[src/hdl/htw_pkg.sv]
package htw_pkg;

   // Default geometry of the wheel.
   localparam int SLOTS_DEFAULT        = 64;
   localparam int LEVELS_DEFAULT       = 4;
   localparam int POOL_ENTRIES_DEFAULT = 64;

   // Field widths of the request and response channels.
   localparam int KIND_W   = 2;
   localparam int DELAY_W  = 24;
   localparam int ID_W     = 32;
   localparam int STATUS_W = 3;

   // Register port.
   localparam int CSR_ADDR_W = 3;
   localparam int CSR_DATA_W = 32;
   localparam logic [DELAY_W-1:0] MAX_DELAY_RESET = DELAY_W'(540000);

   // Register index of max_delay_ticks.
   localparam logic REG_MAX_DELAY = 1'b0;

   typedef enum logic [KIND_W-1:0] {
      KIND_SCHEDULE = 2'd0,
      KIND_CANCEL   = 2'd1,
      KIND_TICK     = 2'd2
   } kind_type;

   typedef enum logic [STATUS_W-1:0] {
      STAT_SCHEDULED   = 3'd0,
      STAT_POOL_FULL   = 3'd1,
      STAT_FIRED       = 3'd2,
      STAT_TICK_EMPTY  = 3'd3,
      STAT_CANCEL_DONE = 3'd4
   } status_type;

   typedef enum logic [4:0] {
      S_IDLE,
      S_EMIT,
      S_CAN_SCAN,
      S_SCH_LVL,
      S_SCH_DIV,
      S_SCH_RD,
      S_SCH_WR,
      S_TICK_HEAD,
      S_WALK,
      S_TICK_FIN,
      S_CAS_ADV,
      S_CAS_HEAD,
      S_CAS_USE,
      S_CAS_DIV,
      S_CAS_RD,
      S_CAS_WR,
      S_CAS_NEXT
   } state_type;

endpackage

[src/hdl/htw_slot_ram.sv]
module htw_slot_ram
   import htw_pkg::*;
#(
   parameter int SLOTS        = SLOTS_DEFAULT,
   parameter int LEVELS       = LEVELS_DEFAULT,
   parameter int POOL_ENTRIES = POOL_ENTRIES_DEFAULT
) (
   input  logic                                  clock,
   input  logic                                  reset,
   input  logic                                  rd_en,
   input  logic [$clog2(LEVELS*SLOTS)-1:0]       rd_addr,
   output logic [$clog2(POOL_ENTRIES+1)-1:0]     rd_head,
   input  logic                                  wr_en,
   input  logic [$clog2(LEVELS*SLOTS)-1:0]       wr_addr,
   input  logic [$clog2(POOL_ENTRIES+1)-1:0]     wr_head
);
   localparam int DEPTH = LEVELS * SLOTS;
   localparam int PTR_W = $clog2(POOL_ENTRIES + 1);
   localparam logic [PTR_W-1:0] NIL = PTR_W'(POOL_ENTRIES);

   logic [PTR_W-1:0] head_mem [DEPTH];
   logic [DEPTH-1:0] valid_ff;
   logic [PTR_W-1:0] rd_head_ff;

   // A slot never written reads as an empty chain.
   always_ff @(posedge clock) begin
      if (reset) begin
         valid_ff <= '0;
      end else if (wr_en) begin
         valid_ff[wr_addr] <= 1'b1;
      end
   end

   always_ff @(posedge clock) begin
      if (wr_en) begin
         head_mem[wr_addr] <= wr_head;
      end
      if (rd_en) begin
         rd_head_ff <= valid_ff[rd_addr] ? head_mem[rd_addr] : NIL;
      end
   end

   assign rd_head = rd_head_ff;
endmodule

[config.mk]
export PLATFORM = sky130hd
export DESIGN_NAME = htw_slot_ram
export DESIGN_NICKNAME = d
export VERILOG_FILES = /design/src/hdl/htw_pkg.sv /design/src/hdl/htw_slot_ram.sv
export SDC_FILE = /design/constraint.sdc
export NUM_CORES = 2
export LEC_CHECK = 0
export BUFFER_PORTS_ARGS = -buffer_cell sky130_fd_sc_hd__buf_2
export CAP_MARGIN = 10
export CELL_PAD_IN_SITES_DETAIL_PLACEMENT = 1
export CELL_PAD_IN_SITES_GLOBAL_PLACEMENT = 1
export CORE_AREA = 2 2 345 432
export DETAILED_ROUTE_END_ITERATION = 12
export DIE_AREA = 0 0 347 434
export HOLD_SLACK_MARGIN = 0.15
export PLACE_DENSITY_LB_ADDON = 0.1
export SETUP_SLACK_MARGIN = 0.05
export SLEW_MARGIN = 5
export SYNTH_ARGS = -nofsm -noshare
export SYNTH_HDL_FRONTEND = slang
export SYNTH_SLANG_ARGS = --single-unit
[constraint.sdc]
create_clock -name clock -period 3.45 [get_ports clock]
set_input_delay 0.5175 -clock clock [delete_from_list [all_inputs] [get_ports clock]]
set_output_delay 0.5175 -clock clock [all_outputs]
set_load 0.05 [all_outputs]
; ---- Yosys cells after proc, flatten, opt, wreduce, memory -nomap -nowiden
; Memories as Yosys holds them, arrays and structs flattened. A register that Yosys moved wholly into a read port is not among the register bits.
; Cells that the tools add are included.
[word_totals]
input_bits = 27
word_cells = 14
mem_bits_rw = 1792
output_inout_bits = 7
regBits = 256
mem_count = 1
[op_classes]
n_reduce_logical = 2
order_cmp = 3
mux = 6
bitwise_logic = 1
[mem_list]
columns = memory, depth, width, rd, rd_ports_with_merged_regs, write_ports, line_no
row1 = head_mem, 256, 7, 1, 1, 1, htw_slot_ram.sv:21  ; logic [PTR_W-1:0] head_mem [DEPTH];
[ops]
columns = operator, n
row1 = OR 256 bit, 1
row2 = < comparator 8 x 9 -> 1 bit (second input constant), 2
row3 = binary-select mux 1 bit (select 8 bit), 1
row4 = demux 1 bit (select 8 bit), 1
row5 = greater-or-equal comparator 8 x 1 -> 1 bit (second input constant), 1
row6 = 2-to-1 mux 1 bit, 4
row7 = logical AND 1 bit, 1
row8 = zero test 1 bit, 1

; ---- Depth between registers and ports, before layout
[depth]
ltp_word = 5
depth_mapped = 14

; ---- Least setup slack after synthesis
; Ideal clock, no wire load.
[synth_timing]
path_kind = input to register
from = in rd_addr[0]
to = reg rd_head_ff[0] (netlist: rd_head[0]), read port of head_mem, data pin
required_time_ns = 3.196
n_path_buf = 5
cell_stages = 11
arrival_ns = 2.618
slack_ns = 0.578
path_cell_list = buf_6 buf_8 buf_8 buf_8 buf_2 mux4_2 mux2i_1 o221ai_1 nor4_1 nor3_1 o21a_1
[synth_via]
elab_chain_cells = 3
[synth_rtl]
columns = item, line_no
row1 = "start, declared", htw_slot_ram.sv:11  ; input logic [$clog2(LEVELS*SLOTS)-1:0] rd_addr,
row2 = binary-select mux 1 bit (select 8 bit), htw_slot_ram.sv:39  ; rd_head_ff <= valid_ff[rd_addr] ? head_mem[rd_addr] : NIL;
row3 = 2-to-1 mux 1 bit (not written as such), htw_slot_ram.sv:39
row4 = zero test 1 bit (no line), -
row5 = "end, declared", htw_slot_ram.sv:23  ; logic [PTR_W-1:0] rd_head_ff;
; Several ways; a longest one is shown, not always the timed one. The select of a mux whose other input is x is not followed.
; A chain may end at the register's enable or synchronous reset.

==> out/qor.yml <==
drt:
  routed_wl_um: 233000
  avgViaCountPerCell: 6.40
  via_count: 45100
  avgRoutedWirePerCell_um: 33.1
  drt_drc_violations_left: 0
  drt_iter0_drc: 4355
  first_pass_iters: 5
  postRouteAntennaNets: 0
clock_tree:
  path_clk_slew_ps: 60
  post_cts_resize_count: 0
  clock-sinks: 2055
  cts.htree.levels: 4
  root_buffer: "clkbuf_16"
  cts_hold_buf: 3
  clockBufferDepth: 3
  cts_setup_buffers: 0
  numCtsBuffers: 193
  clk_latency_ps: 850
  cts_tree: "built"
synthesis:
  synthFlopType: "edfxtp_1"
  synth_edf_count: 1799
  avgSynthCellArea_um2: 17.9
  async_flop_share: 0
  synthDistinctLibCells: 56
  synth-seq-cells: 2055
  synth_fp_nets: 4486
  syn_area_um2: 80000
  synthCells: 4459
  ys_warn_count: 0
  yosysSeqAreaShare: 0.739
  synth_top_cell_by_area: "edfxtp_1"
  synthTopCellsByArea: "edfxtp_1 68%, mux4_2 11%, dfxtp_1 6.4%, mux2i_1 4.0%, nor2_1 3.5%"
  synth_top_cell_area_share: 0.675
pwr:
  leakage_uw: 0.0309
  p_total_uw: 51400
  p_per_area_nw_per_um2: 556
  irDropWorstVdd_mv: 0.545
placed_design:
  gp_congestion: 0.898
  post-place-ws_ps: -295
  portBuffers: 33
  dp_hpwl_um: 154000
sta:
  rsz0062_at_grt: "no"
  timing.final.ws_setup_ps: 323
  drv_slew: 0
  setup_viol: 0
  slew-limit-headroom: 0.285
  fmax_ghz: 0.320
  skew_ps: 21.9
  worst_pin_slew_ps: 1070
  hold_viol: 0
  finalCritPeriodShare: 0.906
  post-route-min-period_ps: 3130
  setup_tns_ps: 0
floorplanning:
  num_io_pins: 34
  die-area_um2: 151000
  core_um2: 146000
  die_h_um: 434
  initial_core_util: 0.547
  num_rows: 157
  die_x_um: 347
global_routing:
  grt-ovfl-total: 0
  globalRouteTotalUtil: 0.315
  grt_max_degree: 109
  antenna_found_initial: 8
  grt_pass1_wl_um: 339000
  grt_pass1_vias: 47800
cells_and_area:
  drive_gt1_frac: 0.254
  post-route-util: 0.631
  final_common_cell: "edfxtp_1"
  area_growth_pct: 15.4
  finalNetCount: 4988
  fillers: 12400
  layout_common_cells: "1,799 x edfxtp_1, 741 x nor2_1, 491 x buf_4"
setup_path:
  critPathMaxFanout: 1
  required_ps: 4040
  worstSetupStartpointType: "flop"
  worstSetupEndpointType: "flop"
  worstPathArrival_ps: 3720
  worst-setup-path-type: "flop to flop"
run_status:
  status: "completed"
flow_run:
  cap_viol_max_count: 0
worst_hold_path:
  min_path_type: "primary input to flop"
[registers in the layout, indices dropped and copies added (netlist names)]
register	count
head_mem	1792
valid_ff	256
rd_head	7
[critical path, stage by stage (launching register included)]
cell      delay [ps]
edfxtp_1         370
mux4_2           480
mux2i_1          240
buf_4            160
o221ai_1         290
buf_4            250
nor4_1           630
nor3_1           240
o21a_1           220
[synthesized netlist by cell type (2+ instances only)]
library cell  instances
or2_2                 3
nand4_1              20
and3b_1               2
mux2i_1             319
nand2_1             102
dfxtp_1             256
buf_4                28
nor4b_1               6
nor2b_1              14
o221ai_1            145
a22oi_1               3
a21oi_1              35
or4_1                 2
and2_1                9
nor4_1               15
a211oi_1             54
a2111oi_0             2
buf_12                2
o21a_1                5
o22ai_1              84
buf_6                43
buf_2                28
nand3_1              30
buf_8                 5
mux4_2              375
nand2b_1              3
o21ba_2              29
buf_1                21
nor2_1              741
mux4_1               13
clkbuf_1            148
clkbuf_4              4
nor3_1               49
o32ai_1              12
inv_1                 3
mux2_2                2
and3_1                2
o211ai_1              9
o21ai_0              21
edfxtp_1           1799
[per-layer routing]
| metal | part of all wire | track usage |
|---|---|---|
| met2 | 0.51 | 0.537 |
| met5 | 0.00036 | 0 |
| met3 | 0.065 | 0.0492 |
| met1 | 0.38 | 0.401 |
| met4 | 0.049 | 0.144 |
[kinds of logic after synthesis]
family / Yosys count / synth area share
AO/OA/AOI/OAI: 406 / 0.0388
multiplexers: 709 / 0.150
AND/OR/NAND/NOR: 1005 / 0.0515
buffers and inverters: 284 / 0.0204
flip-flops: 2055 / 0.739
[path summary, 6_finish.rpt]
kind	start	endpoint	slack, ps	cells past startpoint
worst max register to register	head_mem[170][1]	rd_head[1]	320	8
worst min-delay path	wr_head[4]	head_mem[0][4]	220	1
worst max-delay path	head_mem[170][1]	rd_head[1]	320	8
worst min register to register	valid_ff[53]	valid_ff[53]	470	2
[area by class of cell]
type / count / area, µm² / area share
Multi-Input combinational cell: 2120 / 19200 / 0.208
Timing Repair Buffer: 586 / 5180 / 0.0561
Clock buffer: 275 / 5480 / 0.0593
Inverter: 5 / 21.3 / 0.000230
Tap cell: 1908 / 2390 / 0.0259
Sequential cell: 2055 / 59100 / 0.640
Clock inverter: 90 / 886 / 0.00959
Antenna cell: 4 / 10.0 / 0.000108
[per-stage QoR]
stage,hold WS (ps),std cells,area [µm²]
floorplan,432,4459,80000
global placement,441,6671,85900
detailed placement,454,6671,85900
CTS,168,7039,92300
global route,194,7039,92300
finish,222,7043,92300
[power by group]
group          switching, µW  internal (µW)  total, µW
clock                   9320          12100      21400
sequential              34.3          27100      27100
combinational           1860           1020       2880
No activity file was read; power rests on OpenSTA's default activity.
