[src/hdl/htw_pkg.sv]
package htw_pkg;

   // Default geometry of the wheel.
   localparam int SLOTS_DEFAULT        = 64;
   localparam int LEVELS_DEFAULT       = 4;
   localparam int POOL_ENTRIES_DEFAULT = 64;

   // Field widths of the request and response channels.
   localparam int KIND_W   = 2;
   localparam int DELAY_W  = 24;
   localparam int ID_W     = 32;
   localparam int STATUS_W = 3;

   // Register port.
   localparam int CSR_ADDR_W = 3;
   localparam int CSR_DATA_W = 32;
   localparam logic [DELAY_W-1:0] MAX_DELAY_RESET = DELAY_W'(540000);

   // Register index of max_delay_ticks.
   localparam logic REG_MAX_DELAY = 1'b0;

   typedef enum logic [KIND_W-1:0] {
      KIND_SCHEDULE = 2'd0,
      KIND_CANCEL   = 2'd1,
      KIND_TICK     = 2'd2
   } kind_type;

   typedef enum logic [STATUS_W-1:0] {
      STAT_SCHEDULED   = 3'd0,
      STAT_POOL_FULL   = 3'd1,
      STAT_FIRED       = 3'd2,
      STAT_TICK_EMPTY  = 3'd3,
      STAT_CANCEL_DONE = 3'd4
   } status_type;

   typedef enum logic [4:0] {
      S_IDLE,
      S_EMIT,
      S_CAN_SCAN,
      S_SCH_LVL,
      S_SCH_DIV,
      S_SCH_RD,
      S_SCH_WR,
      S_TICK_HEAD,
      S_WALK,
      S_TICK_FIN,
      S_CAS_ADV,
      S_CAS_HEAD,
      S_CAS_USE,
      S_CAS_DIV,
      S_CAS_RD,
      S_CAS_WR,
      S_CAS_NEXT
   } state_type;

endpackage

[src/hdl/htw_entry_ram.sv]
module htw_entry_ram
   import htw_pkg::*;
#(
   parameter int POOL_ENTRIES = POOL_ENTRIES_DEFAULT
) (
   input  logic                                  clock,
   input  logic                                  reset,
   input  logic                                  rd_en,
   input  logic [$clog2(POOL_ENTRIES)-1:0]       rd_addr,
   output logic [ID_W-1:0]                       rd_id,
   output logic [$clog2(POOL_ENTRIES+1)-1:0]     rd_link,
   input  logic                                  wr_id_en,
   input  logic                                  wr_link_en,
   input  logic [$clog2(POOL_ENTRIES)-1:0]       wr_addr,
   input  logic [ID_W-1:0]                       wr_id,
   input  logic [$clog2(POOL_ENTRIES+1)-1:0]     wr_link
);
   localparam int PTR_W = $clog2(POOL_ENTRIES + 1);

   logic [ID_W-1:0]         id_mem [POOL_ENTRIES];
   logic [PTR_W-1:0]        link_mem [POOL_ENTRIES];
   logic [POOL_ENTRIES-1:0] link_valid_ff;
   logic [ID_W-1:0]         rd_id_ff;
   logic [PTR_W-1:0]        rd_link_ff;

   // Link valid bits: an entry never written still holds its place in the initial free chain.
   always_ff @(posedge clock) begin
      if (reset) begin
         link_valid_ff <= '0;
      end else if (wr_link_en) begin
         link_valid_ff[wr_addr] <= 1'b1;
      end
   end

   // Storage, read-first, with registered read data.
   always_ff @(posedge clock) begin
      if (wr_id_en) begin
         id_mem[wr_addr] <= wr_id;
      end
      if (wr_link_en) begin
         link_mem[wr_addr] <= wr_link;
      end
      if (rd_en) begin
         rd_id_ff   <= id_mem[rd_addr];
         rd_link_ff <= link_valid_ff[rd_addr] ? link_mem[rd_addr]
                                              : PTR_W'(rd_addr) + PTR_W'(1);
      end
   end

   assign rd_id   = rd_id_ff;
   assign rd_link = rd_link_ff;
endmodule

[config.mk]
export PLATFORM = sky130hd
export DESIGN_NAME = htw_entry_ram
export DESIGN_NICKNAME = d
export VERILOG_FILES = /design/src/hdl/htw_pkg.sv /design/src/hdl/htw_entry_ram.sv
export SDC_FILE = /design/constraint.sdc
export NUM_CORES = 2
export LEC_CHECK = 0
export BUFFER_PORTS_ARGS = -buffer_cell sky130_fd_sc_hd__buf_2
export CORE_MARGIN = 2
export CORE_UTILIZATION = 50
export DETAILED_ROUTE_END_ITERATION = 8
export GPL_TIMING_DRIVEN = 1
export HOLD_SLACK_MARGIN = 0.06
export PLACE_DENSITY = 0.65
export SETUP_SLACK_MARGIN = 0.15
export SLEW_MARGIN = 5
export SYNTH_ARGS = -nofsm -noshare
export SYNTH_HDL_FRONTEND = slang
export SYNTH_SLANG_ARGS = --single-unit
export TNS_END_PERCENT = 5
[constraint.sdc]
create_clock -name clock -period 4.75 [get_ports clock]
set_input_delay 1.1875 -clock clock [delete_from_list [all_inputs] [get_ports clock]]
set_output_delay 1.1875 -clock clock [all_outputs]
set_load 0.005 [all_outputs]
* Word level (Yosys, flattened, before mapping) *
Memories as Yosys holds them, arrays and structs flattened. A register that Yosys moved wholly into a read port is not among the register bits.
Cells that the tools add are included.

word-level totals
  bits in registers = 71
  bits in writable memories = 2,496
  bits of input ports = 56
  output and inout port bits = 39
  word-level logic and storage cells = 19
  memories kept = 2

memory list
  memory    depth  bits a word  read ports  clocked after Yosys merged registers in  wr ports  line                 source
  id_mem    64     32           1           1                                        1         htw_entry_ram.sv:20  logic [ID_W-1:0] id_mem [POOL_ENTRIES];
  link_mem  64     7            1           0                                        1         htw_entry_ram.sv:21  logic [PTR_W-1:0] link_mem [POOL_ENTRIES];

operators by class
  $add $sub $neg = 1
  magnitude comparators = 3
  muxes and demuxes = 9
  bitwise operators = 1
  reductions and logical operators = 1

operators by type and width
  cell                                                         count
  OR 64 bit                                                    1
  less-than comparator 6 x 7 -> 1 bit (second input constant)  2
  adder 6 x 1 -> 7 bit (second input constant)                 1
  2-to-1 mux 7 bit                                             1
  binary-select mux 1 bit (select 6 bit)                       1
  demux 1 bit (select 6 bit)                                   1
  >= comparator 6 x 1 -> 1 bit (second input constant)         1
  2-to-1 mux 1 bit                                             6
  logical AND 1 bit                                            1

* Logic depth before layout (Yosys ltp) *
  depth after elaboration = 5
  depth in mapped cells = 12

* Worst setup path after synthesis *
Ideal clock, no wire load.

  path type = input port to flip-flop
  start point = in wr_addr[4]
  end point = mem id_mem[17][0] (enable)
  library setup time = 0.421 ns
  data arrival time = 3.582 ns
  slack = 0.747 ns
  stages = 5
  buffers on the path = 3
  cells stage by stage = clkbuf_1 -> or3b_2 -> clkbuf_1 -> clkbuf_1 -> nor2_1

RTL lines
  item             line                 source
  start, declared  htw_entry_ram.sv:14  input logic [$clog2(POOL_ENTRIES)-1:0] wr_addr,
  end, declared    htw_entry_ram.sv:20

Straight into the memory's write port.

==> results.sh <==
export IMPL_clock_sinks=2599
export IMPL_drt_iter0_markers=6836
export IMPL_slew_limit_headroom_pct=18.86
export IMPL_antenna_found_initial=15
export IMPL_track_usage_pct=25.77
export IMPL_grt_max_degree=65
export IMPL_yosysSeqAreaShare_pct=77.95
export IMPL_clk_latency_ns=0.91
export IMPL_drc=0
export IMPL_clock_skew_ns=0.04899
export IMPL_core_sq_mm=0.1974
export IMPL_tns_ns=0
export IMPL_cp_start_kind="input port"
export IMPL_htree_levels=5
export IMPL_highest_layer="met5"
export IMPL_worstHoldPathType="reg -> reg"
export IMPL_dieArea_sq_mm=0.2022
export IMPL_syn_num_nets=4268
export IMPL_end_kind="flip-flop"
export IMPL_synth_cell_types=52
export IMPL_max_freq_mhz=309.1
export IMPL_cts_buffer_depth=4
export IMPL_ir_drop_mv=0.4367
export IMPL_layout_commonest_cell="edfxtp_1"
export IMPL_nets=4629
export IMPL_gp_congestion=0.8074
export IMPL_status="complete, no violations"
export IMPL_numPortBuffers=94
export IMPL_die_h_um=449.6
export IMPL_die_width_um=449.6
export IMPL_powerDensity_mw_per_mm2=425.7
export IMPL_grt_pass1_vias=47680
export IMPL_setup_violations=0
export IMPL_dr_wl_met2_mm=127.5
export IMPL_synthCells=4211
export IMPL_fill_cells=14130
export IMPL_drv_cap=0
export IMPL_num_rows=163
export IMPL_grt_pass1_wl_mm=364.6
export IMPL_final_layout_size_suffix_gt1_share_pct=31.89
export IMPL_final_hold_viol_count=0
export IMPL_async_flop_share_pct=0
export IMPL_cts_tree="yes"
export IMPL_drt_pass1_iter_count=8
export IMPL_rsz0062_at_grt="no"
export IMPL_postLayoutCoreUtil_pct=57.44
export IMPL_syn_avg_cell_area_sq_um=23.58
export IMPL_clk_pin_slew_ns=0.06
export IMPL_crit_arrival_ns=3.86
export IMPL_cts_setup_buffers=0
export IMPL_critPathKind="in -> reg"
export IMPL_ctsRootBufferMaster="clkbuf_16"
export IMPL_crit_fanout=30
export IMPL_place_hpwl_mm=136.2
export IMPL_min_period_ns=3.235
export IMPL_mostFrequentLayoutCells="edfxtp_1, mux4_2, clkbuf_16, nor2_1, buf_4"
export IMPL_grt_overflow=0
export IMPL_routedWlPerCell_um=34.95
export IMPL_syn_area_sq_mm=0.09930
export IMPL_vias=47756
export IMPL_viasPerCell=6.444
export IMPL_ys_seq_elements=2599
export IMPL_wl_mm=259.0
export IMPL_drtAntennaViolNets=0
export IMPL_power_leakage_nw=35.37
export IMPL_cts_resized_gates=0
export IMPL_start_util_pct=50.30
export IMPL_num_io_pins=95
export IMPL_min_period_over_period_pct=68.11
export IMPL_hold_buffers=0
export IMPL_yosysWarnings=0
export IMPL_worstMarginPinSlew_ns=1.214
export IMPL_synth_flop_cell="edfxtp_1"
export IMPL_met3RoutedLength_mm=23.95
export IMPL_critPathRequiredTime_ns=5.38
export IMPL_numCtsBuffers=280
export IMPL_slew_violations=0
export IMPL_synth_edff_count=2535
export IMPL_area_growth_pct=14.19
export IMPL_met1_length_mm=99.18
final cells by class:
cell class / instances / area, sq um / share of cell area, %
inverter: 2 / 12.51 / 0.01103
clock buffer: 364 / 7530 / 6.640
tap: 2640 / 3303 / 2.913
multi-input combinational: 1378 / 21100 / 18.61
clock inverter: 113 / 1015 / 0.8949
timing repair buffer: 311 / 3019 / 2.663
sequential: 2599 / 77400 / 68.26
antenna: 4 / 10.01 / 0.008827
cell families after synthesis:
group / synth area share [%]
AO/OA/AOI/OAI: 0.9791
XOR/XNOR: 0.03529
adder cells (fa/ha/maj): 0.01260
buffers and inverters: 1.285
flip-flops: 77.95
multiplexers: 18.03
AND/OR/NAND/NOR: 1.706
critical path: stages:
cell	delay, ns
buf_8	0.35
buf_4	0.41
mux4_2	0.56
mux4_2	0.46
nor2b_1	0.14
a211oi_1	0.61
a31oi_1	0.08
registers in the layout (all words and copies together) (netlist names):
name           cells
link_valid_ff     64
link_mem         448
rd_link            7
rd_id             32
id_mem          2048
routing by layer:
layer  global-route usage (%)  vias up
met1                    36.43    25906
met5                        0        -
met4                    8.221        4
met2                    41.57     2644
li1                         -    18694
met3                    4.256      508
final timing paths:
path,slack [ns],end,cells after the start,start
max,1.52,rd_id[19],7,rd_addr[0]
min,0.47,link_valid_ff[27],2,link_valid_ff[27]
max reg2reg,2.31,rd_id[19],5,id_mem[7][19]
min reg2reg,0.47,link_valid_ff[27],2,link_valid_ff[27]
cells in the mapped netlist (2+ instances only):
| master | instances | area share [%] |
|---|---|---|
| and2_1 | 9 | 0.057 |
| a22oi_1 | 29 | 0.22 |
| nor3_1 | 4 | 0.020 |
| nor3b_1 | 2 | 0.015 |
| a221oi_1 | 7 | 0.062 |
| xnor2_1 | 2 | 0.018 |
| o21ai_1 | 3 | 0.015 |
| mux2i_1 | 63 | 0.64 |
| buf_2 | 90 | 0.45 |
| o21ai_0 | 8 | 0.040 |
| a31oi_1 | 12 | 0.076 |
| xor2_1 | 2 | 0.018 |
| nand2_1 | 36 | 0.14 |
| o22ai_1 | 8 | 0.050 |
| edfxtp_1 | 2535 | 77 |
| nor2b_1 | 36 | 0.23 |
| mux2_2 | 16 | 0.18 |
| clkbuf_1 | 68 | 0.26 |
| a22o_1 | 3 | 0.026 |
| buf_6 | 20 | 0.23 |
| o211ai_1 | 11 | 0.083 |
| a211oi_1 | 25 | 0.19 |
| a2bb2oi_1 | 2 | 0.018 |
| nor2_1 | 271 | 1.0 |
| dfxtp_1 | 64 | 1.3 |
| nand3_1 | 15 | 0.076 |
| nand2b_1 | 7 | 0.044 |
| nand4_1 | 5 | 0.032 |
| buf_1 | 18 | 0.068 |
| or3b_2 | 2 | 0.018 |
| a21boi_0 | 2 | 0.015 |
| buf_4 | 36 | 0.27 |
| a21oi_1 | 21 | 0.11 |
| mux4_2 | 759 | 17 |
| nand3b_1 | 3 | 0.023 |
through the flow:
step | hold WS (ns) | instances | total power [W] | setup slack, ns | cell area, sq um
floorplan | 0.4348 | 4211 | 0.02718 | 0.7473 | 99300
global placement | 0.4450 | 6930 | 0.02811 | 0.5803 | 104800
detailed placement | 0.4570 | 6930 | 0.02816 | 0.5966 | 104800
CTS | 0.4723 | 7407 | 0.04856 | 1.577 | 113400
global route | 0.5021 | 7410 | 0.04955 | 1.433 | 113400
finish | 0.4688 | 7411 | 0.04827 | 1.515 | 113400
where the power goes:
part           internal, W  switching (W)
clock               0.0121        0.00851
sequential          0.0254      0.0000755
combinational     0.000932        0.00128
total               0.0384        0.00987
(Power assumes the default switching activity.)
