[src/hdl/htw_pkg.sv]
package htw_pkg;

   // Default geometry of the wheel.
   localparam int SLOTS_DEFAULT        = 64;
   localparam int LEVELS_DEFAULT       = 4;
   localparam int POOL_ENTRIES_DEFAULT = 64;

   // Field widths of the request and response channels.
   localparam int KIND_W   = 2;
   localparam int DELAY_W  = 24;
   localparam int ID_W     = 32;
   localparam int STATUS_W = 3;

   // Register port.
   localparam int CSR_ADDR_W = 3;
   localparam int CSR_DATA_W = 32;
   localparam logic [DELAY_W-1:0] MAX_DELAY_RESET = DELAY_W'(540000);

   // Register index of max_delay_ticks.
   localparam logic REG_MAX_DELAY = 1'b0;

   typedef enum logic [KIND_W-1:0] {
      KIND_SCHEDULE = 2'd0,
      KIND_CANCEL   = 2'd1,
      KIND_TICK     = 2'd2
   } kind_type;

   typedef enum logic [STATUS_W-1:0] {
      STAT_SCHEDULED   = 3'd0,
      STAT_POOL_FULL   = 3'd1,
      STAT_FIRED       = 3'd2,
      STAT_TICK_EMPTY  = 3'd3,
      STAT_CANCEL_DONE = 3'd4
   } status_type;

   typedef enum logic [4:0] {
      S_IDLE,
      S_EMIT,
      S_CAN_SCAN,
      S_SCH_LVL,
      S_SCH_DIV,
      S_SCH_RD,
      S_SCH_WR,
      S_TICK_HEAD,
      S_WALK,
      S_TICK_FIN,
      S_CAS_ADV,
      S_CAS_HEAD,
      S_CAS_USE,
      S_CAS_DIV,
      S_CAS_RD,
      S_CAS_WR,
      S_CAS_NEXT
   } state_type;

endpackage

[src/hdl/htw_div.sv]
module htw_div
   import htw_pkg::*;
#(
   parameter int DIV_W   = ID_W,
   parameter int DIVISOR = SLOTS_DEFAULT
) (
   input  logic                         clock,
   input  logic                         reset,
   input  logic                         start,
   input  logic [DIV_W-1:0]             dividend,
   output logic                         busy,
   output logic [DIV_W-1:0]             quotient,
   output logic [$clog2(DIVISOR)-1:0]   remainder
);
   localparam int R_W = $clog2(DIVISOR);
   localparam int SH  = DIV_W + R_W;
   localparam int P_W = 2 * DIV_W + 1;
   // Rounded-up reciprocal; exact for every dividend below 2**DIV_W.
   localparam logic [63:0] RECIP_FULL =
      ((64'd1 << SH) + 64'(DIVISOR) - 64'd1) / 64'(DIVISOR);
   localparam logic [DIV_W:0] RECIP = RECIP_FULL[DIV_W:0];

   logic             phase_ff;
   logic [P_W-1:0]   prod_ff;
   logic [DIV_W-1:0] x_ff;
   logic [DIV_W-1:0] q_ff;
   logic [R_W-1:0]   r_ff;
   logic [P_W-1:0]   prod_shift;
   logic [DIV_W-1:0] q_next;
   logic [DIV_W-1:0] qd;
   logic [DIV_W-1:0] diff;

   // Take the quotient from the registered product and recover the remainder.
   always_comb begin
      prod_shift = prod_ff >> SH;
      q_next     = prod_shift[DIV_W-1:0];
      qd         = q_next * DIV_W'(DIVISOR);
      diff       = x_ff - qd;
   end

   always_ff @(posedge clock) begin
      if (reset) begin
         phase_ff <= 1'b0;
      end else begin
         phase_ff <= start;
      end
   end

   // On start the product with the constant reciprocal is registered; then the result is.
   always_ff @(posedge clock) begin
      if (start) begin
         prod_ff <= P_W'(dividend) * P_W'(RECIP);
         x_ff    <= dividend;
      end else if (phase_ff) begin
         q_ff <= q_next;
         r_ff <= diff[R_W-1:0];
      end
   end

   assign busy      = phase_ff;
   assign quotient  = q_ff;
   assign remainder = r_ff;
endmodule

[config.mk]
export PLATFORM = sky130hd
export DESIGN_NAME = htw_div
export DESIGN_NICKNAME = d
export VERILOG_FILES = /design/src/hdl/htw_pkg.sv /design/src/hdl/htw_div.sv
export SDC_FILE = /design/constraint.sdc
export NUM_CORES = 1
export LEC_CHECK = 0
export BUFFER_PORTS_ARGS = -buffer_cell sky130_fd_sc_hd__buf_4
export CORE_MARGIN = 4
export CORE_UTILIZATION = 47
export DETAILED_ROUTE_END_ITERATION = 12
export GPL_TIMING_DRIVEN = 1
export PLACE_DENSITY = 0.77
export SKIP_CTS_REPAIR_TIMING = 1
export SLEW_MARGIN = 20
export SYNTH_ARGS = -nofsm -noshare
export SYNTH_HDL_FRONTEND = slang
export SYNTH_SLANG_ARGS = --single-unit
[constraint.sdc]
create_clock -name clock -period 2.75 [get_ports clock]
set_input_delay 0.55 -clock clock [delete_from_list [all_inputs] [get_ports clock]]
set_output_delay 0.55 -clock clock [all_outputs]
set_load 0.01 [all_outputs]
### Word-level counts from Yosys, hierarchy flattened

Cells that the tools add are included.

* input port bits: 35
* register bits: 65

* reductions and logical operators: 1
* add/sub/neg operators: 1
* bitwise logic cells: 1

Operators with widths (number)
* subtractor 6 x 1 -> 6 bit (second input constant): 1
* AND reduction 2 bit: 1
* inverter 1 bit: 1

### Longest topological paths before layout

Gate-level depths: netlist of run 1.

* word-level depth: 2
* gate-level depth with buffers: 1

### Worst setup path before layout of run 1

Ideal clock, no wire load.

* kind: input port to flip-flop
* from: in start
* to: reg q_ff[0], in the netlist quotient[0], enable pin
* stages: 1
* arrival time: 2002 ps
* path buffers: 0
* required time: 2325 ps
* setup time: 425 ps
* setup slack: 322 ps
* cells stage by stage: nor2b_1

* cells in the longest elaborated chain, start to end: 2

RTL lines
* start, declared: RTL line htw_div.sv:9 `input logic start,`
* inverter 1 bit (no line)
* AND reduction 2 bit (no line)
* end signal, assigned: RTL line htw_div.sv:55 `q_ff <= q_next;`
* end, declared: RTL line htw_div.sv:26 `logic [DIV_W-1:0] q_ff;`

No other way between the ends.
A chain may end at the register's enable or synchronous reset.

### Worst setup path in the final report of run 1

* from: in start
* to: reg q_ff[21], in the netlist quotient[21], enable pin

Same word-level chain as after synthesis.

==> results by group, run 1 <==
Outcome
  – Status: complete, no violations

Critical path
  – R2R cell count: 2
  – Crit Path Max Fanout: 34
  – Worst R2R Setup Slack: 1.34 ns
  – Worst setup path startpoint: start
  – Crit Path Category: input pin to flip-flop
  – Crit path required time: 2.76 ns
  – Worst Setup End Kind: flip-flop
  – Crit start category: input pin
  – Worst endpoint data arrival time: 1.59 ns
  – Reg-to-reg critical path endpoint: quotient[21]
  – CP Capture Point: quotient[21]
  – Worst R2R Start: busy

Job
  – Max-capacitance violation count: 0

Floorplan
  – Initial Util: 0.494
  – Placement row count: 23
  – Core Box Area: 4060 um2
  – IO Pins: 74
  – Die X: 73.3 um
  – Die height: 73.3 um
  – Die area: 5380 um2

Detailed routing
  – Drt total wl: 3400 um
  – Pre-antenna DRT Iters: 4
  – DR vias: 952
  – Post-DRT Antenna Nets: 0
  – DRC errors left: 0
  – Routed length per placed instance: 16.3 um
  – Drt via density: 4.58
  – 1st-iter DRT viols: 32

Logic synthesis
  – #FFs+latches synth: 65
  – Synthesized area per cell: 27.1 um2
  – Yosys top cell by area: edfxtp_1
  – Gate Count Post-Synth: 74
  – Syn. warnings: 0
  – Share of the synthesized area in the top cell type: 0.958
  – Area contributors post-synth: edfxtp_1 (96%), buf_4 (2.2%), dfxtp_1 (1.0%), nor2b_2 (0.44%), nor2b_1 (0.31%)
  – Post-synth cell types: 6
  – Mapped Area: 2010 um2
  – Seq/Total Area, Yosys: 0.968

Final layout
  – Post-Layout Cell Count: 208
  – Nets: 188
  – # diodes: 0
  – Syn-to-layout area delta: 36.6%
  – Fill cell count: 264
  – Final instance area: 2740 um2
  – Share of layout cells above drive strength 1: 0.519

STA
  – Max Fclk: 0.635 GHz
  – Final setup vio count: 0
  – Final cycle utilization of the critical path: 0.573
  – Setup TNS Final: 0 ns
  – Clock Skews: 0.00541 ns
  – Crit path time final: 1.58 ns
  – Slew Limit Fails: 0
  – Unrepaired setup endpoints after global routing: no
  – Final hold violation count: 0

Global routing
  – Largest net degree at the start of global routing: 35
  – Congestion Overflow GR: 0
  – First-pass GRT wire length: 5020 um
  – Initial antenna violation count: 0
  – Vias in the first global route: 975
  – Total track usage: 0.137

Clock network
  – CTS tree: yes
  – Clk buf depth: 2
  – Root Driver: clkbuf_8
  – Clk slew on worst S/H paths: 0.06 ns
  – Num CTS Buffers: 9
  – H-tree depth: 3
  – Clk sink count: 65
  – Worst skew pair latency: 0.32 ns

Place
  – IO buf count: 67
  – Final Wtd Congestion: 0.705
  – HPWL after DPL: 2390 um
  – Cell count after placement: 192
  – Dpl cell area: 2560 um2

Power
  – Worst IR Drop VDD: 0.442 mV
  – Pwr dens: 711 nW/um2
  – Final Power: 1.95 mW
  – Leak pwr: 1.06 nW

Min path
  – Hold Path Depth: 2
  – Hold WC Path Type: input pin to flip-flop
power breakdown:
group,switching (mW),internal (mW)
Clock,0.310,0.408
Combinational,0.0325,0.0387
Sequential,0.0127,1.14
final cells by class:
cell class,instances,area [um2],area share
Clock buffer,11,131,0.0479
Clock inverter,5,46.3,0.0169
Multi-Input combinational cell,8,40.0,0.0146
Sequential cell,65,1940,0.709
Tap cell,50,62.6,0.0228
Timing Repair Buffer,69,518,0.189
per-layer routing:
metal / track usage / part of all wire / wire (um)
met5: 0 / 0 / 0
met4: 0.0664 / 0.017 / 57
met3: 0.0766 / 0.13 / 455
met2: 0.215 / 0.50 / 1710
met1: 0.149 / 0.35 / 1180
per-stage QoR:
step,hold WS [ns],util,worst slack (ns)
floorplan,0.400,-,0.322
global placement,0.403,0.632,0.926
detailed placement,0.405,0.632,0.825
CTS,0.364,0.675,1.18
global route,0.362,0.675,1.11
finish,0.380,0.675,1.17
state kept, by name, summed over array words and instances, names as in the netlist:
register,count
busy,1
quotient,26
remainder,6
x_ff,32
how the worst min path moves through the flow:
stage,startpoint,to
global placement,x_ff[27],quotient[21]
CTS,reset,busy
finish,reset,busy
floorplan,x_ff[6],quotient[0]
detailed placement,x_ff[23],quotient[17]
global route,reset,busy
cells by family after synthesis:
logic type | after synthesis | synth area share
other | 1 | 0.00187
AND/OR/NAND/NOR | 2 | 0.00749
flip-flops | 65 | 0.968
buffers and inverters | 6 | 0.0225
cell usage after synthesis (all sizes together):
cell,n
buf,6
edfxtp,64
conb,1
nor2b,2
dfxtp,1
worst max-delay path, cell delays in order:
cell and delay, ns:
buf_4 0.25, nor2b_2 0.45, buf_4 0.32
cells in the final DEF (no fill, tap or decap):
cell type and instances:
dfxtp_1 1, conb_1 6, nor2b_2 2, clkinv_1 3, clkbuf_8 9, edfxtp_1 64, bufinv_16 1, clkinv_2 1
buf_4 69, clkbuf_1 2
(Power assumes the default switching activity.)
==> run 2, diff against run 1 <==
- ABC_AREA: unset -> 1
- clock period: 2.75 -> 1.45 ns (I/O delays scaled with it)
==> run 2 against run 1 <==
Worst setup slack got worse by 0.88 ns. Sequential power increased by 91%. Clock power increased by 89%. Die area increased by 0.11%. Global-route usage decreased by 0.50 points. Register-to-register slack got worse by 0.99 ns. Utilization increased by 0.71 points. Critical path depth decreased by 2. Largest power group unchanged.
==> results by group, run 2 <==
Critical path
  – R2R cell count: 3
  – Crit start category: flip-flop
  – Slowest stage cell, crit path: edfxtp_1
  – Crit path required time: 1.16 ns
  – Crit Path Max Fanout: 1
  – CP max stage delay: 0.39 ns
  – Worst-path cell chain: buf_4
  – CP bufs+invs: 1
  – Worst R2R Setup Slack: 0.35 ns
  – Reg-to-reg critical path endpoint: remainder[5]
  – Crit Path Category: flip-flop to primary output
  – Worst endpoint data arrival time: 0.87 ns
  – Worst R2R Start: busy
  – Worst Setup End Kind: primary output
  – CP delay by family, top: flip-flops

Global routing
  – Largest net degree at the start of global routing: 22
  – Initial antenna violation count: 0
  – Congestion Overflow GR: 0
  – Vias in the first global route: 941
  – First-pass GRT wire length: 4760 um
  – Total track usage: 0.132

Detailed routing
  – Drt via density: 4.46
  – 1st-iter DRT viols: 72
  – Post-DRT Antenna Nets: 0
  – DR vias: 941
  – Pre-antenna DRT Iters: 4
  – DRC errors left: 0
  – Routed length per placed instance: 15.5 um
  – Drt total wl: 3270 um

STA
  – Final hold violation count: 0
  – Final cycle utilization of the critical path: 0.798
  – Clock Skews: 0.00461 ns
  – PnR worst setup slack: 0.293 ns
  – Slew Limit Fails: 0
  – Setup TNS Final: 0 ns
  – WHS: 0.124 ns
  – Crit path time final: 1.16 ns
  – Unrepaired setup endpoints after global routing: no
  – Max Fclk: 0.864 GHz
  – Final setup vio count: 0

Clock network
  – CTS tree: yes
  – Clk slew on worst S/H paths: 0.06 ns
  – Clk buf depth: 2
  – Root Driver: clkbuf_8
  – Clk sink count: 65
  – Worst skew pair latency: 0.32 ns
  – Num CTS Buffers: 9
  – H-tree depth: 3

Final layout
  – Syn-to-layout area delta: 37.9%
  – Most common cell after layout, fill and taps aside: buf_4
  – Nets: 191
  – # diodes: 0
  – Fill cell count: 280
  – Share of layout cells above drive strength 1: 0.522
  – Post-layout util: 0.682
  – Leading cell types in the layout, fill and taps excluded: buf_4 (69), edfxtp_1 (64), clkbuf_8 (9)
  – Largest reg by FF count: x_ff
  – Max reg flops: 32
  – Post-Layout Cell Count: 211

Logic synthesis
  – Share of flip-flops with an asynchronous set or reset: 0
  – Synthesized area per cell: 26.4 um2
  – Most frequent cells after synthesis: edfxtp_1 (64), buf_4 (6), inv_1 (2)
  – Most numerous cell in the Yosys netlist: edfxtp_1
  – Share of the synthesized area in the top cell type: 0.957
  – Mapped Area: 2010 um2
  – Yosys top cell by area: edfxtp_1
  – Gate Count Post-Synth: 76
  – Post-synth cell types: 7
  – Post-synth top flop: edfxtp_1
  – Seq/Total Area, Yosys: 0.967
  – Syn. warnings: 0
  – #FFs+latches synth: 65
  – Area contributors post-synth: edfxtp_1 (96%), buf_4 (2.2%), dfxtp_1 (1.0%), inv_1 (0.37%), nor2_2 (0.31%)
  – Number of enable-type register cells in the synthesized netlist: 64

Min path
  – Hold Path End: busy
  – Hold path startpoint: reset
  – Hold Path Depth: 2
  – Hold WC Path Type: input pin to flip-flop

Power
  – Pwr dens: 1360 nW/um2
  – Leak pwr: 1.08 nW
  – Worst IR Drop VDD: 0.822 mV

Outcome
  – Status: complete, no violations

Place
  – Pre-CTS WS: 0.197 ns
  – IO buf count: 67
  – Final Wtd Congestion: 0.699
  – Cell count after placement: 195

Job
  – Max-capacitance violation count: 0

Floorplan
  – Placement row count: 23
  – Die X: 73.4 um
  – Core Box Area: 4060 um2
  – IO Pins: 74
  – Die area: 5380 um2
  – Die height: 73.4 um
  – Initial Util: 0.495
-- run 2: cell types whose count changed after synthesis --
cell,change
inv_1,+2
nor2_1,+1
nor2_2,+1
nor2b_1,-1
nor2b_2,-1
-- run 2: area by class of cell --
cell class / instances / area [um2] / share of cell area
Clock buffer: 12 / 135 / 0.0488
Clock inverter: 4 / 43.8 / 0.0158
Inverter: 2 / 7.51 / 0.00271
Multi-Input combinational cell: 8 / 40.0 / 0.0145
Sequential cell: 65 / 1940 / 0.701
Tap cell: 50 / 62.6 / 0.0226
Timing Repair Buffer: 70 / 538 / 0.194
-- run 2: routing by layer --
layer	global-route usage	routed length (um)
met5	0	0
met4	0.0845	78
met3	0.0643	345
met2	0.205	1660
met1	0.143	1190
-- run 2: worst max-delay path by stage --
| stage | from | end | slack, ns | cells after the start |
|---|---|---|---|---|
| finish | remainder[1] | remainder[1] | 0.29 | 1 |
| global route | remainder[1] | remainder[1] | 0.23 | 1 |
| CTS | remainder[1] | remainder[1] | 0.26 | 1 |
| detailed placement | start | quotient[5] | 0.20 | 3 |
| global placement | start | quotient[22] | 0.23 | 3 |
| floorplan | busy | quotient[0] | 0.13 | 2 |
-- run 2: worst reg2reg max path: cells and delay by family (launching register included) --
| family | cells | cell delay [ns] |
|---|---|---|
| flops | 1 | 0.33 |
| buf+inv | 2 | 0.28 |
| simple gates | 1 | 0.20 |
-- run 2: through the flow --
stage          cell area (um2)  power [mW]
3_5_place_dp              2590        2.44
5_1_grt                   2770        3.90
6_report                  2770        3.76
2_1_floorplan             2030        2.29
3_3_place_gp              2590        2.43
4_1_cts                   2770        3.80
-- run 2: report_power, final --
part / internal (mW) / switching [mW]
Sequential: 2.19 / 0.0282
Clock: 0.784 / 0.578
Combinational: 0.0981 / 0.0801
Total: 3.07 / 0.687
-- run 2: kinds of logic after synthesis --
| family | Yosys count | share of synthesized area |
|---|---|---|
| flops | 65 | 0.967 |
| buf+inv | 8 | 0.0262 |
| simple gates | 2 | 0.00498 |
| other cells | 1 | 0.00187 |
==> run 3, diff against run 2 <==
- CORE_UTILIZATION: 47 -> 43
- PLACE_DENSITY: 0.77 -> 0.74
- clock period: 1.45 -> 1 ns (I/O delays scaled with it)
==> run 3 against run 2 <==
The run now ends with negative setup slack left. Die area is 8.3% higher. Cell count is 1.9% higher. Clock power is 88% higher. First-iteration DRC count is 6.9% lower. Sequential share of layout area is 4.9 points lower. Worst hold slack worse by 0.11 ns. Largest power group unchanged.
==> results by group, run 3 (synthesis gave the netlist of run 2 again) <==
Outcome
  – Status: finished with violations
  – Failing checks: negative setup slack

Critical path
  – Crit Path Category: flip-flop to primary output
  – CP max stage delay: 0.41 ns
  – Levels on crit path: 1
  – CP delay by family, top: flip-flops
  – R2R cell count: 3
  – Worst Setup End Kind: primary output
  – Worst endpoint data arrival time: 0.88 ns
  – CP bufs+invs: 1
  – Crit path required time: 0.80 ns
  – Worst-path cell chain: buf_6
  – Crit start category: flip-flop
  – Crit Path Max Fanout: 1
  – Slowest stage cell, crit path: edfxtp_1

Global routing
  – First-pass GRT wire length: 5420 um
  – Total track usage: 0.127
  – Congestion Overflow GR: 0
  – Largest net degree at the start of global routing: 23
  – Met1 usage: 0.143
  – Met2 GRT Util: 0.200
  – Initial antenna violation count: 0
  – Global route hottest layer: met2
  – Grt met3 use: 0.0686
  – Vias in the first global route: 1038

Place
  – Dpl cell area: 2630 um2
  – Final Wtd Congestion: 0.671
  – Cell count after placement: 199
  – IO buf count: 67

Detailed routing
  – Post-DRT Antenna Nets: 0
  – Routed length per placed instance: 15.5 um
  – DRC errors left: 0
  – 1st-iter DRT viols: 67
  – Drt via density: 4.41
  – Drt total wl: 3330 um
  – Pre-antenna DRT Iters: 4
  – DR vias: 949

Clock network
  – Clk slew on worst S/H paths: 0.06 ns
  – Worst skew pair latency: 0.32 ns
  – Clk sink count: 65
  – Num CTS Buffers: 9
  – CTS tree: yes
  – Clk buf depth: 2
  – Root Driver: clkbuf_8
  – H-tree depth: 3

Floorplan
  – Die area: 5830 um2
  – Initial Util: 0.452
  – Placement row count: 24
  – Die X: 76.3 um
  – Core Box Area: 4440 um2
  – Die height: 76.3 um
  – IO Pins: 74

STA
  – Final hold violation count: 0
  – Unrepaired setup endpoints after global routing: yes
  – Final cycle utilization of the critical path: 1.08
  – Max Fclk: 0.930 GHz
  – Crit path time final: 1.08 ns
  – WHS: 0.0176 ns
  – Clock Skews: 0.00238 ns
  – Final setup vio count: 54
  – Slew Limit Fails: 0
  – PnR worst setup slack: -0.0755 ns

Power
  – Pwr dens: 2040 nW/um2
  – Worst IR Drop VDD: 0.943 mV
  – Leak pwr: 1.16 nW

Final layout
  – Nets: 193
  – Final instance area: 2980 um2
  – Max reg flops: 32
  – Largest reg by FF count: x_ff
  – Most common cell after layout, fill and taps aside: edfxtp_1
  – Post-Layout Cell Count: 215
  – Leading cell types in the layout, fill and taps excluded: edfxtp_1 (64), buf_4 (39), buf_6 (30)
  – # diodes: 0
  – Syn-to-layout area delta: 48.4%
  – Share of layout cells above drive strength 1: 0.552

Min path
  – Hold WC Path Type: input pin to flip-flop
  – Hold Path Depth: 2

Job
  – Max-capacitance violation count: 0
-- run 3: path summary, 6_finish.rpt --
| check | start | endpoint | slack, ns |
|---|---|---|---|
| min reg2reg | x_ff[25] | quotient[19] | 0.42 |
| max reg2reg | busy | quotient[10] | -0.05 |
| max | quotient[18] | quotient[18] | -0.08 |
| min | reset | busy | 0.02 |
-- run 3: where the power goes --
| group | total [mW] | internal, mW | switching, mW | leakage, nW |
|---|---|---|---|---|
| logic | 0.298 | 0.179 | 0.118 | 0.428 |
| clock network | 2.56 | 1.64 | 0.914 | 0.114 |
| registers | 3.22 | 3.17 | 0.0450 | 0.616 |
-- run 3: final cells by class --
cell class / count / area, um2
Clock inverter: 6 / 106
Multi-Input combinational cell: 8 / 40.0
Tap cell: 52 / 65.1
Inverter: 2 / 7.51
Sequential cell: 65 / 1940
Clock buffer: 10 / 128
Fill cell: 315 / 1460
Timing Repair Buffer: 72 / 691
-- run 3: layer usage --
metal  wire length (um)  vias up
met5                  0        -
met4                 53        0
met3                296        7
met2               1620       54
met1               1360      441
li1                   -      447
-- run 3: per-stage QoR --
| step | utilization | TNS, ns | setup slack [ns] | power (mW) |
|---|---|---|---|---|
| floorplan | - | -9.09 | -0.284 | 3.33 |
| global placement | 0.593 | 0 | 0.0178 | 3.54 |
| detailed placement | 0.593 | -0.486 | -0.0226 | 3.55 |
| CTS | 0.645 | -2.84 | -0.101 | 6.12 |
| global route | 0.671 | -5.35 | -0.119 | 6.30 |
| finish | 0.671 | -2.48 | -0.0755 | 6.07 |
